**src/rtl/bptl_ram.sv**
```systemverilog
// Generic RAM: one write port, two read ports, registered read data.
// No dependencies.
module bptl_ram #(
    parameter int WIDTH = 32,
    parameter int DEPTH = 64
) (
    input  logic                     i_clk,
    input  logic                     i_we,
    input  logic [$clog2(DEPTH)-1:0] i_waddr,
    input  logic [WIDTH-1:0]         i_wdata,
    input  logic                     i_re,
    input  logic [$clog2(DEPTH)-1:0] i_raddr_a,
    input  logic [$clog2(DEPTH)-1:0] i_raddr_b,
    output logic [WIDTH-1:0]         o_rdata_a,
    output logic [WIDTH-1:0]         o_rdata_b
);

    logic [WIDTH-1:0] r_mem [DEPTH];

    always_ff @(posedge i_clk) begin
        if (i_we) begin
            r_mem[i_waddr] <= i_wdata;
        end
        if (i_re) begin
            o_rdata_a <= r_mem[i_raddr_a];
            o_rdata_b <= r_mem[i_raddr_b];
        end
    end

endmodule

```
**config.mk**
```make
export PLATFORM = sky130hd
export DESIGN_NAME = bptl_ram
export DESIGN_NICKNAME = d
export VERILOG_FILES = /design/src/rtl/bptl_ram.sv
export SDC_FILE = /design/constraint.sdc
export NUM_CORES = 2
export LEC_CHECK = 0
export BUFFER_PORTS_ARGS = -buffer_cell sky130_fd_sc_hd__clkbuf_2
export CAP_MARGIN = 40
export CELL_PAD_IN_SITES_DETAIL_PLACEMENT = 1
export CELL_PAD_IN_SITES_GLOBAL_PLACEMENT = 1
export CORE_MARGIN = 2
export CORE_UTILIZATION = 46
export DETAILED_ROUTE_END_ITERATION = 8
export PLACE_DENSITY = 0.8
export SLEW_MARGIN = 25
export SYNTH_ARGS = -nofsm -noshare
export SYNTH_HDL_FRONTEND = slang
export SYNTH_SLANG_ARGS = --single-unit
```
**constraint.sdc**
```tcl
create_clock -name i_clk -period 4.15 [get_ports i_clk]
set_input_delay 0.83 -clock i_clk [delete_from_list [all_inputs] [get_ports i_clk]]
set_output_delay 0.83 -clock i_clk [all_outputs]
set_load 0.01 [all_outputs]
```
==> reports/qor.yml <==
timing:
  slew-limit-headroom_pct: 31.3
  max_freq_mhz: 316
  final-setup-viol-count: 0
  finalMaxSlewViolations: 0
  grt_setup_unrepaired: "no"
  timing_hold_violations_final: 0
  fin_crit_ns: 3.16
  finalSetupTns_ns: 0
  holdWs_ns: 0.408
  period_share_pct: 76.2
  fin_skew_ns: 0.0455
  worst-slew-pin-transition_ns: 1.03
route:
  remaining_drc_errors: 0
  drt-initial-drc-count: 10003
  viasPerCell: 7.31
  wl_met3_um: 42800
  wl_um: 326000
  wl_per_cell_um: 42.2
  drtAntennaViolNets: 0
  wl_met2_um: 154000
  vias: 56458
  firstDrtPassIters: 6
  m1WireLength_um: 111000
  top_layer: "met5"
yosys:
  synth_top_family_by_area: "multiplexers"
  synth_common_cells: "edfxtp_1 (2112), mux4_2 (1124), mux2i_1 (204), clkbuf_1 (135), buf_2 (121)"
  synth.area.mux_share_pct: 28.8
  yosys.area_share.simple_pct: 1.13
  synth_cell_type_count: 37
  synth_compound_area_share_pct: 2.38
  syn_inst: 4412
  avgSynthCellArea_um2: 21.8
  syn-num-nets: 4465
  yosysTopAreaCell: "edfxtp_1"
  yosysTopAreaCellShare_pct: 65.9
  synth_flop_cell: "edfxtp_1"
  netlist_area_um2: 96300
  yosysSeqAreaShare_pct: 65.9
  async_reset_ff_share_pct: 0
  synth_most_common_cell: "edfxtp_1"
  yosysWarningCount: 0
  synth_area_leaders: "edfxtp_1 (66%), mux4_2 (26%), mux2i_1 (2.1%), a22oi_1 (0.66%), buf_2 (0.63%)"
  synth_fa_ha_area_share_pct: 0
  synth-edff-count: 2112
  synth-seq-cells: 2112
  synth_xor_area_share_pct: 0
final_layout:
  nFillCells: 17858
  drive_above_1_share_pct: 40.8
  area_growth_pct: 14.3
  multiInputGateArea_um2: 31600
  register_area_um2: 63400
  nets: 4794
die:
  initial_core_util_pct: 46.4
  rows: 167
  fp.coreArea_um2: 208000
  dieWidth_um: 462
  die_h_um: 462
  num_io_pins: 117
  fp.dieArea_um2: 213000
run:
  drv_cap: 0
critical_path:
  critPathTopFamily: "buffers and inverters"
  critical_path_arrival_ns: 3.74
  critical_path_required_ns: 4.73
  path_buf_inv: 4
  cp_common_cell: "buf_4"
  critPathSlowestCell: "o21ai_0"
  endpoint_kind: "register"
  crit_chain: "buf_8, buf_12, buf_4, buf_4, mux4_2, mux2_2, o21ai_0, a21oi_1"
  path_class: "in -> reg"
  rrSetupSlack_ns: 1.61
  cp_max_fo: 27
  start_kind: "input pin"
  critPathMaxStageDelay_ns: 0.71
clocking:
  cts.sinks: 2112
  clock-root-buffer: "clkbuf_16"
  cts_resized: 0
  htreeDepth: 4
  cts_tree: "done"
  cts.path.max_buffers: 3
  postCtsSetupRepairBufs: 0
  cts.clk_slew.worst_paths_ns: 0.07
  cts-buffers-inserted: 205
  hold_buffers: 0
  insertion_delay_ns: 0.89
grt:
  gr-total-overflow: 0
  grt_pass1_vias: 57751
  grt_max_degree: 71
  track_usage_pct: 30.6
  antenna_found_initial: 23
  grt_first_pass_wirelength_um: 453000
placement:
  io_buffer_count: 116
  hpwl_um: 194000
  routabilityCongestion: 0.854
worst_hold_path:
  hold_class: "in -> reg"
power_and_ir_drop:
  p_per_area_nw_per_um2: 428
  vdd_ir_drop_max_uv: 403
  p_leak_nw: 34.7
outcome:
  status: "finished clean"
[cell type report]
| cell class | instances | share of cell area, % |
|---|---|---|
| Clock buffer | 243 | 4.96 |
| Inverter | 1 | 0.00341 |
| Multi-Input combinational cell | 1952 | 28.7 |
| Sequential cell | 2112 | 57.6 |
| Antenna cell | 18 | 0.0409 |
| Tap cell | 2788 | 3.17 |
| Clock inverter | 137 | 1.17 |
| Timing Repair Buffer | 469 | 4.30 |
[kinds of logic (layout without fill, tap and decap cells)]
logic type,Yosys count,in the layout
multiplexers,1364,1364
AO/OA/AOI/OAI,340,340
flip-flops,2112,2112
buffers and inverters,348,850
other,0,18
AND/OR/NAND/NOR,248,248
[per-layer routing]
metal / global-route usage, % / up-vias
li1: - / 20268
met1: 39.8 / 30213
met2: 47.3 / 5020
met3: 8.57 / 947
met4: 16.0 / 10
met5: 0 / -
[power breakdown]
group	total, W	switching [W]	leakage [nW]	internal (W)
Clock	0.0191	0.00827	3.31	0.0108
Combinational	0.00409	0.00238	12.3	0.00171
Sequential	0.0239	0.000162	19.1	0.0237
Total	0.0471	0.0108	34.7	0.0363
[through the flow]
step	instance area (um^2)	utilization, %	power, W	instances	setup slack, ns
after global placement	103000	49.5	0.0281	7297	0.191
final	110000	53.0	0.0471	7720	0.989
after detailed placement	103000	49.7	0.0283	7313	0.123
after CTS	110000	52.9	0.0470	7693	1.07
after floorplan	96300	-	0.0265	4412	0.129
after global routing	110000	53.0	0.0480	7713	0.933
[flip-flops by register name, summed over array words and instances (netlist names)]
register / flops
o_rdata_a: 32
o_rdata_b: 32
r_mem: 2048
[worst paths after layout]
kind	start	endpoint	cells past startpoint
max	i_raddr_b[0]	o_rdata_b[10]	8
min reg2reg	r_mem[36][21]	o_rdata_a[21]	4
max reg2reg	r_mem[27][3]	o_rdata_a[3]	4
min	i_wdata[16]	r_mem[15][16]	1
[cell usage in the layout (no fill, tap or decap), drive strengths merged, types with 36 or more instances in the layout]
cell,instances
a21oi,58
a22oi,85
buf,363
clkbuf,349
clkinv,101
edfxtp,2112
mux2,36
mux2i,204
mux4,1124
nand2,93
nor2,94
o21ai,49
o22ai,56
Note: power is estimated with default switching activity, not from simulation.
