<file path="src/rtl/bptl_pkg.sv">
// Shared types and constants for the bilinear property table lookup.
// Used by the top level and the weight divider; no dependencies.
package bptl_pkg;

    localparam int VALUE_W        = 32;
    localparam int FRAC_W         = 16;
    localparam int W_W            = 17;
    localparam logic [W_W-1:0] W_ONE = 17'h10000;
    localparam int NUM_PROPERTIES = 11;
    localparam int MIX_POINTS_W   = 7;
    localparam int VAR_POINTS_W   = 6;
    localparam int CFG_DATA_W     = 7;
    localparam int CFG_IDX_W      = 1;
    localparam int CMD_W          = 2;
    localparam int SLICE_IN_W     = 4;
    localparam int PROP_W         = 4;
    localparam int ADDR_IN_W      = 15;

    // Weight divider: signed numerator and denominator, unsigned magnitudes.
    localparam int NUM_W       = 34;
    localparam int MAG_W       = 33;
    localparam int DIV_STAGES  = 8;
    localparam int DIV_BITS    = 2;
    localparam int DIV_LATENCY = DIV_STAGES + 1;

    typedef enum logic [CMD_W-1:0] {
        CMD_LOAD_MIX,
        CMD_LOAD_VAR,
        CMD_LOAD_TABLE,
        CMD_LOOKUP
    } t_cmd;

    typedef enum logic [CFG_IDX_W-1:0] {
        REG_MIX_POINTS,
        REG_VAR_POINTS
    } t_reg_idx;

    typedef struct packed {
        t_cmd                        command;
        logic [FRAC_W-1:0]           mix_fraction;
        logic [FRAC_W-1:0]           variance;
        logic [SLICE_IN_W-1:0]       axial_slice;
        logic [PROP_W-1:0]           load_property;
        logic [ADDR_IN_W-1:0]        load_address;
        logic signed [VALUE_W-1:0]   load_value;
    } t_item;

endpackage

</file>
<file path="src/rtl/bptl_wdiv.sv">
// Pipelined interpolation weight unit: (hi - x) / (hi - lo) as Q1.16, clamped to [0, 1].
// Depends on bptl_pkg.
module bptl_wdiv (
    input  logic                             i_clk,
    input  logic                             i_en,
    input  logic signed [bptl_pkg::NUM_W-1:0] i_num,
    input  logic signed [bptl_pkg::NUM_W-1:0] i_den,
    output logic [bptl_pkg::W_W-1:0]          o_weight
);
    import bptl_pkg::*;

    typedef struct packed {
        logic             preset;
        logic [W_W-1:0]   pval;
        logic [MAG_W-1:0] den;
        logic [MAG_W-1:0] rem;
        logic [FRAC_W-1:0] quot;
    } t_dstage;

    t_dstage r_st [0:DIV_STAGES];
    t_dstage n_first;
    t_dstage n_st [1:DIV_STAGES];

    logic             num_pos;
    logic             den_pos;
    logic [MAG_W-1:0] an;
    logic [MAG_W-1:0] ad;

    // First stage sorts out the degenerate and clamped cases.
    always_comb begin
        num_pos = !i_num[NUM_W-1] && (i_num != '0);
        den_pos = !i_den[NUM_W-1] && (i_den != '0);
        an = i_num[NUM_W-1] ? MAG_W'(-i_num) : MAG_W'(i_num);
        ad = i_den[NUM_W-1] ? MAG_W'(-i_den) : MAG_W'(i_den);
        n_first.preset = 1'b1;
        n_first.pval   = '0;
        n_first.den    = ad;
        n_first.rem    = an;
        n_first.quot   = '0;
        if (i_den == '0) begin
            n_first.pval = num_pos ? W_ONE : '0;
        end else if (i_num == '0 || num_pos != den_pos) begin
            n_first.pval = '0;
        end else if (an >= ad) begin
            n_first.pval = W_ONE;
        end else begin
            n_first.preset = 1'b0;
        end
    end

    // Restoring division, DIV_BITS quotient bits per stage.
    always_comb begin
        t_dstage        s;
        logic [MAG_W:0] t;
        for (int k = 1; k <= DIV_STAGES; k++) begin
            s = r_st[k-1];
            for (int j = 0; j < DIV_BITS; j++) begin
                t = {s.rem, 1'b0};
                if (t >= {1'b0, s.den}) begin
                    s.rem  = MAG_W'(t - {1'b0, s.den});
                    s.quot = {s.quot[FRAC_W-2:0], 1'b1};
                end else begin
                    s.rem  = MAG_W'(t);
                    s.quot = {s.quot[FRAC_W-2:0], 1'b0};
                end
            end
            n_st[k] = s;
        end
    end

    always_ff @(posedge i_clk) begin
        if (i_en) begin
            r_st[0] <= n_first;
            for (int k = 1; k <= DIV_STAGES; k++) begin
                r_st[k] <= n_st[k];
            end
        end
    end

    assign o_weight = r_st[DIV_STAGES].preset ? r_st[DIV_STAGES].pval
                                              : {1'b0, r_st[DIV_STAGES].quot};

endmodule

</file>
<file path="config.mk">
export PLATFORM = sky130hd
export DESIGN_NAME = bptl_wdiv
export DESIGN_NICKNAME = d
export VERILOG_FILES = /design/src/rtl/bptl_pkg.sv /design/src/rtl/bptl_wdiv.sv
export SDC_FILE = /design/constraint.sdc
export NUM_CORES = 2
export LEC_CHECK = 0
export BUFFER_PORTS_ARGS = -buffer_cell sky130_fd_sc_hd__clkbuf_2
export CAP_MARGIN = 20
export CORE_ASPECT_RATIO = 1.5
export CORE_MARGIN = 2
export CORE_UTILIZATION = 49
export CTS_CLUSTER_DIAMETER = 30
export DETAILED_ROUTE_END_ITERATION = 10
export SKIP_CTS_REPAIR_TIMING = 1
export SYNTH_ARGS = -nofsm -noshare
export SYNTH_HDL_FRONTEND = slang
export SYNTH_SLANG_ARGS = --single-unit
</file>
<file path="constraint.sdc">
create_clock -name i_clk -period 9.5 [get_ports i_clk]
set_input_delay 0.95 -clock i_clk [delete_from_list [all_inputs] [get_ports i_clk]]
set_output_delay 0.95 -clock i_clk [all_outputs]
set_load 0.05 [all_outputs]
</file>
==> summary.md <==
| Metric | Value |
|---|---|
| Status | completed |
| Setup TNS | 0 ns |
| Synth Flop Type | edfxtp_1 |
| Max Buffers Root-to-Sink | 3 |
| CP required | 9.94 ns |
| Layout fillers | ~9,500 |
| Final worst path period need | 8.195 ns |
| Routed Antenna Nets | 0 |
| Die area | 108,600 um2 |
| FP Rows | ~150 |
| Antenna violations before repair | 2 |
| Worst slack, placed | about 1.3 ns |
| Most frequent cells in the layout | edfxtp_1, ha_1, a21oi_1, inv_1, xnor2_1 |
| Drt total wl | about 140,000 um |
| F_max | ~120 MHz |
| Fin util | 54.80% |
| Crit Path Category | flop to flop |
| Share of cells above drive strength 1 | around a tenth |
| Post-synthesis sequential area ratio | between 30 and 40% |
| GPL Wtd Cong | around 0.94 |
| TritonCTS Sinks | 618 |
| Min-delay worst type | flop to flop |
| Worst-Margin Slew | 1.283 ns |
| Detailed-route via count | approximately 40,000 |
| Die Wd | roughly 270 um |
| Largest net degree at the start of global routing | between 100 and 150 |
| Setup Skew | around 0.026 ns |
| Startpoint types | flop |
| Syn avg cell area | slightly below 10 um2 |
| RSZ-0062 raised after global routing | no |
| Mapped Cells | 5,300 |
| Crit path DAT | between 8 and 9 ns |
| Die H | roughly 400 um |
| Max Slew Vio Count | 0 |
| CTS root buf | clkbuf_16 |
| Final worst path period share | between 80% and 90% |
| Pre-antenna DRT Iters | 5 |
| Multi-input logic area | 31,270 um2 |
| CP Cell Sequence | inv_1 > fa_1 > a21o_1 > a21o_1 > a221oi_2 > o21ai_2 > a2111oi_4 > o21ai_2 > o31ai_4 > mux2_2 > ha_1 > o21a_1 > o31a_1 > o41ai_1 > o31ai_1 > buf_4 > o31ai_1 > a311oi_1 > a211o_1 > a21oi_1 > o21ai_0 > xor2_1 > mux2_1 |
| Via/cell ratio | 5.744 |
| Critical path peak fanout | 8 |
| CTS buffer count | 108 |
| Nets | 6,077 |
| Core area | around 110,000 um2 |
| Placed cell areas | 54,150 um2 |
| Slowest Stage Delay on Critical Path | just under 0.7 ns |
| CTS HTree Levels | 3 |
| Total track usage | 25.19% |
| Port Buffer Count | 86 |
| Worst skew pair latency | slightly above 0.7 ns |
| Ys async rst share | 0% |
| # IOs | 87 |
| Initial core utilization | between 40% and 50% |
| Endpoint class of the critical path | flop |
| Final hold vios | 0 |
| Vias in the first global route | about 42,000 |
| Synth unique cells | slightly below 100 |
| # setup viols final | 0 |
| Grt ovf | 0 |
| Mapped cell area | between 50,000 and 60,000 um2 |
| Reg2reg start | r_st[0][549] |
| DRC | 0 |
| Largest regs | r_st: 618 flops |
| Post-DP HPWL | 114,600 um |
| Final worst slack | 1.305 ns |
| CP Launch Point | r_st[0][549] |
| Largest Register | r_st |
| Area delta synth->final | 11.29% |
| Max FFs per register | ~620 |
| Slowest-stage cell, CP | o31ai_4 |
| Slew margin rel. | between 10% and 20% |
| Initial DRC count | roughly 1,700 |
| HP Start | r_st[0][709] |
| Yosys warns | 0 |
| Mapped Nets | around 5,900 |
| Clock Pin Slew Worst Setup and Hold Paths | around 0.050 ns |
| First-pass GRT wire length | approximately 220,000 um |
| EDFF count, synth | 618 |
| Commonest non-fill, non-tap cell in the layout | edfxtp_1 |
| FF+latch area | 18,560 um2 |
| Wirelength per Cell | roughly 20 um |
| Flops & latches, synth | 618 |
| Finished Cell Area | between 50,000 and 60,000 um2 |
| CTS tree | done |
| MaxCap Viol Count | 0 |
==> synthesized netlist by cell type (all sizes together), types with 20 or more instances <==
| cell | n | share of area [%] |
|---|---|---|
| xnor2 | 355 | 6.0 |
| a221oi | 20 | 0.37 |
| or3 | 26 | 0.31 |
| o211ai | 22 | 0.33 |
| a211oi | 42 | 0.63 |
| nand2b | 64 | 0.79 |
| nand3 | 101 | 0.97 |
| inv | 448 | 3.2 |
| nand4 | 72 | 0.87 |
| nor3 | 63 | 0.62 |
| nor2b | 81 | 0.98 |
| a31oi | 46 | 0.55 |
| and2 | 29 | 0.35 |
| o31ai | 40 | 0.61 |
| edfxtp | 618 | 36 |
| o21a | 55 | 0.80 |
| a21oi | 499 | 4.8 |
| buf | 36 | 0.44 |
| nor2 | 285 | 2.1 |
| xor2 | 140 | 2.4 |
| nand2 | 318 | 2.3 |
| mux2 | 328 | 7.3 |
| and3 | 47 | 0.57 |
| o21ai | 312 | 3.0 |
| clkbuf | 67 | 0.48 |
| a21o | 265 | 3.8 |
| ha | 554 | 13 |
| o21bai | 66 | 0.95 |
==> metal layers <==
layer	GRT usage [%]	up-vias	wire, um
li1	-	19980	-
met1	19.01	18840	42400
met2	54.28	686	80780
met3	2.203	395	2732
met4	21.39	0	12930
met5	0	-	0
==> kinds of logic after synthesis <==
group / share of synthesized area (%)
DFF: 35.75
buffers and inverters: 4.161
adders and majority gates: 13.66
AOI/OAI and AO/OA: 19.12
muxes: 7.663
and+or+nand+nor: 11.29
xor gates and xnor gates: 8.352
==> metrics by stage <==
stage,hold WS (ns),instances
floorplan,0.4003,5300
global route,0.4162,6946
finish,0.4108,6948
global placement,0.4004,6740
detailed placement,0.4045,6741
CTS,0.4126,6945
==> area by class of cell <==
class / count / area share [%]
Multi-Input combinational cell: 4131 / 54.13
Sequential cell: 618 / 32.13
Clock buffer: 121 / 4.800
Tap cell: 1406 / 3.045
Inverter: 448 / 2.911
Timing Repair Buffer: 138 / 1.518
Clock inverter: 83 / 1.453
Antenna cell: 3 / 0.01300
==> critical path: cells and delay by family, from the launching register on <==
family,cells,cell delay (ns)
buf+inv,2,0.37
flops,1,0.59
fa+ha+maj,2,0.84
compound gates,16,5.20
mux,2,0.75
xor+xnor,1,0.17
==> path summary, 6_finish.rpt <==
kind              depth (start not counted)           end  slack [ns]
hold / removal                            0  r_st[0][811]        0.41
setup / recovery                         23  r_st[0][647]        1.30
setup reg to reg                         23  r_st[0][647]        1.30
hold reg to reg                           0  r_st[0][811]        0.41
Power is not shown: default switching activity piles up to over one toggle a cycle in this logic, so the estimate is an artifact.
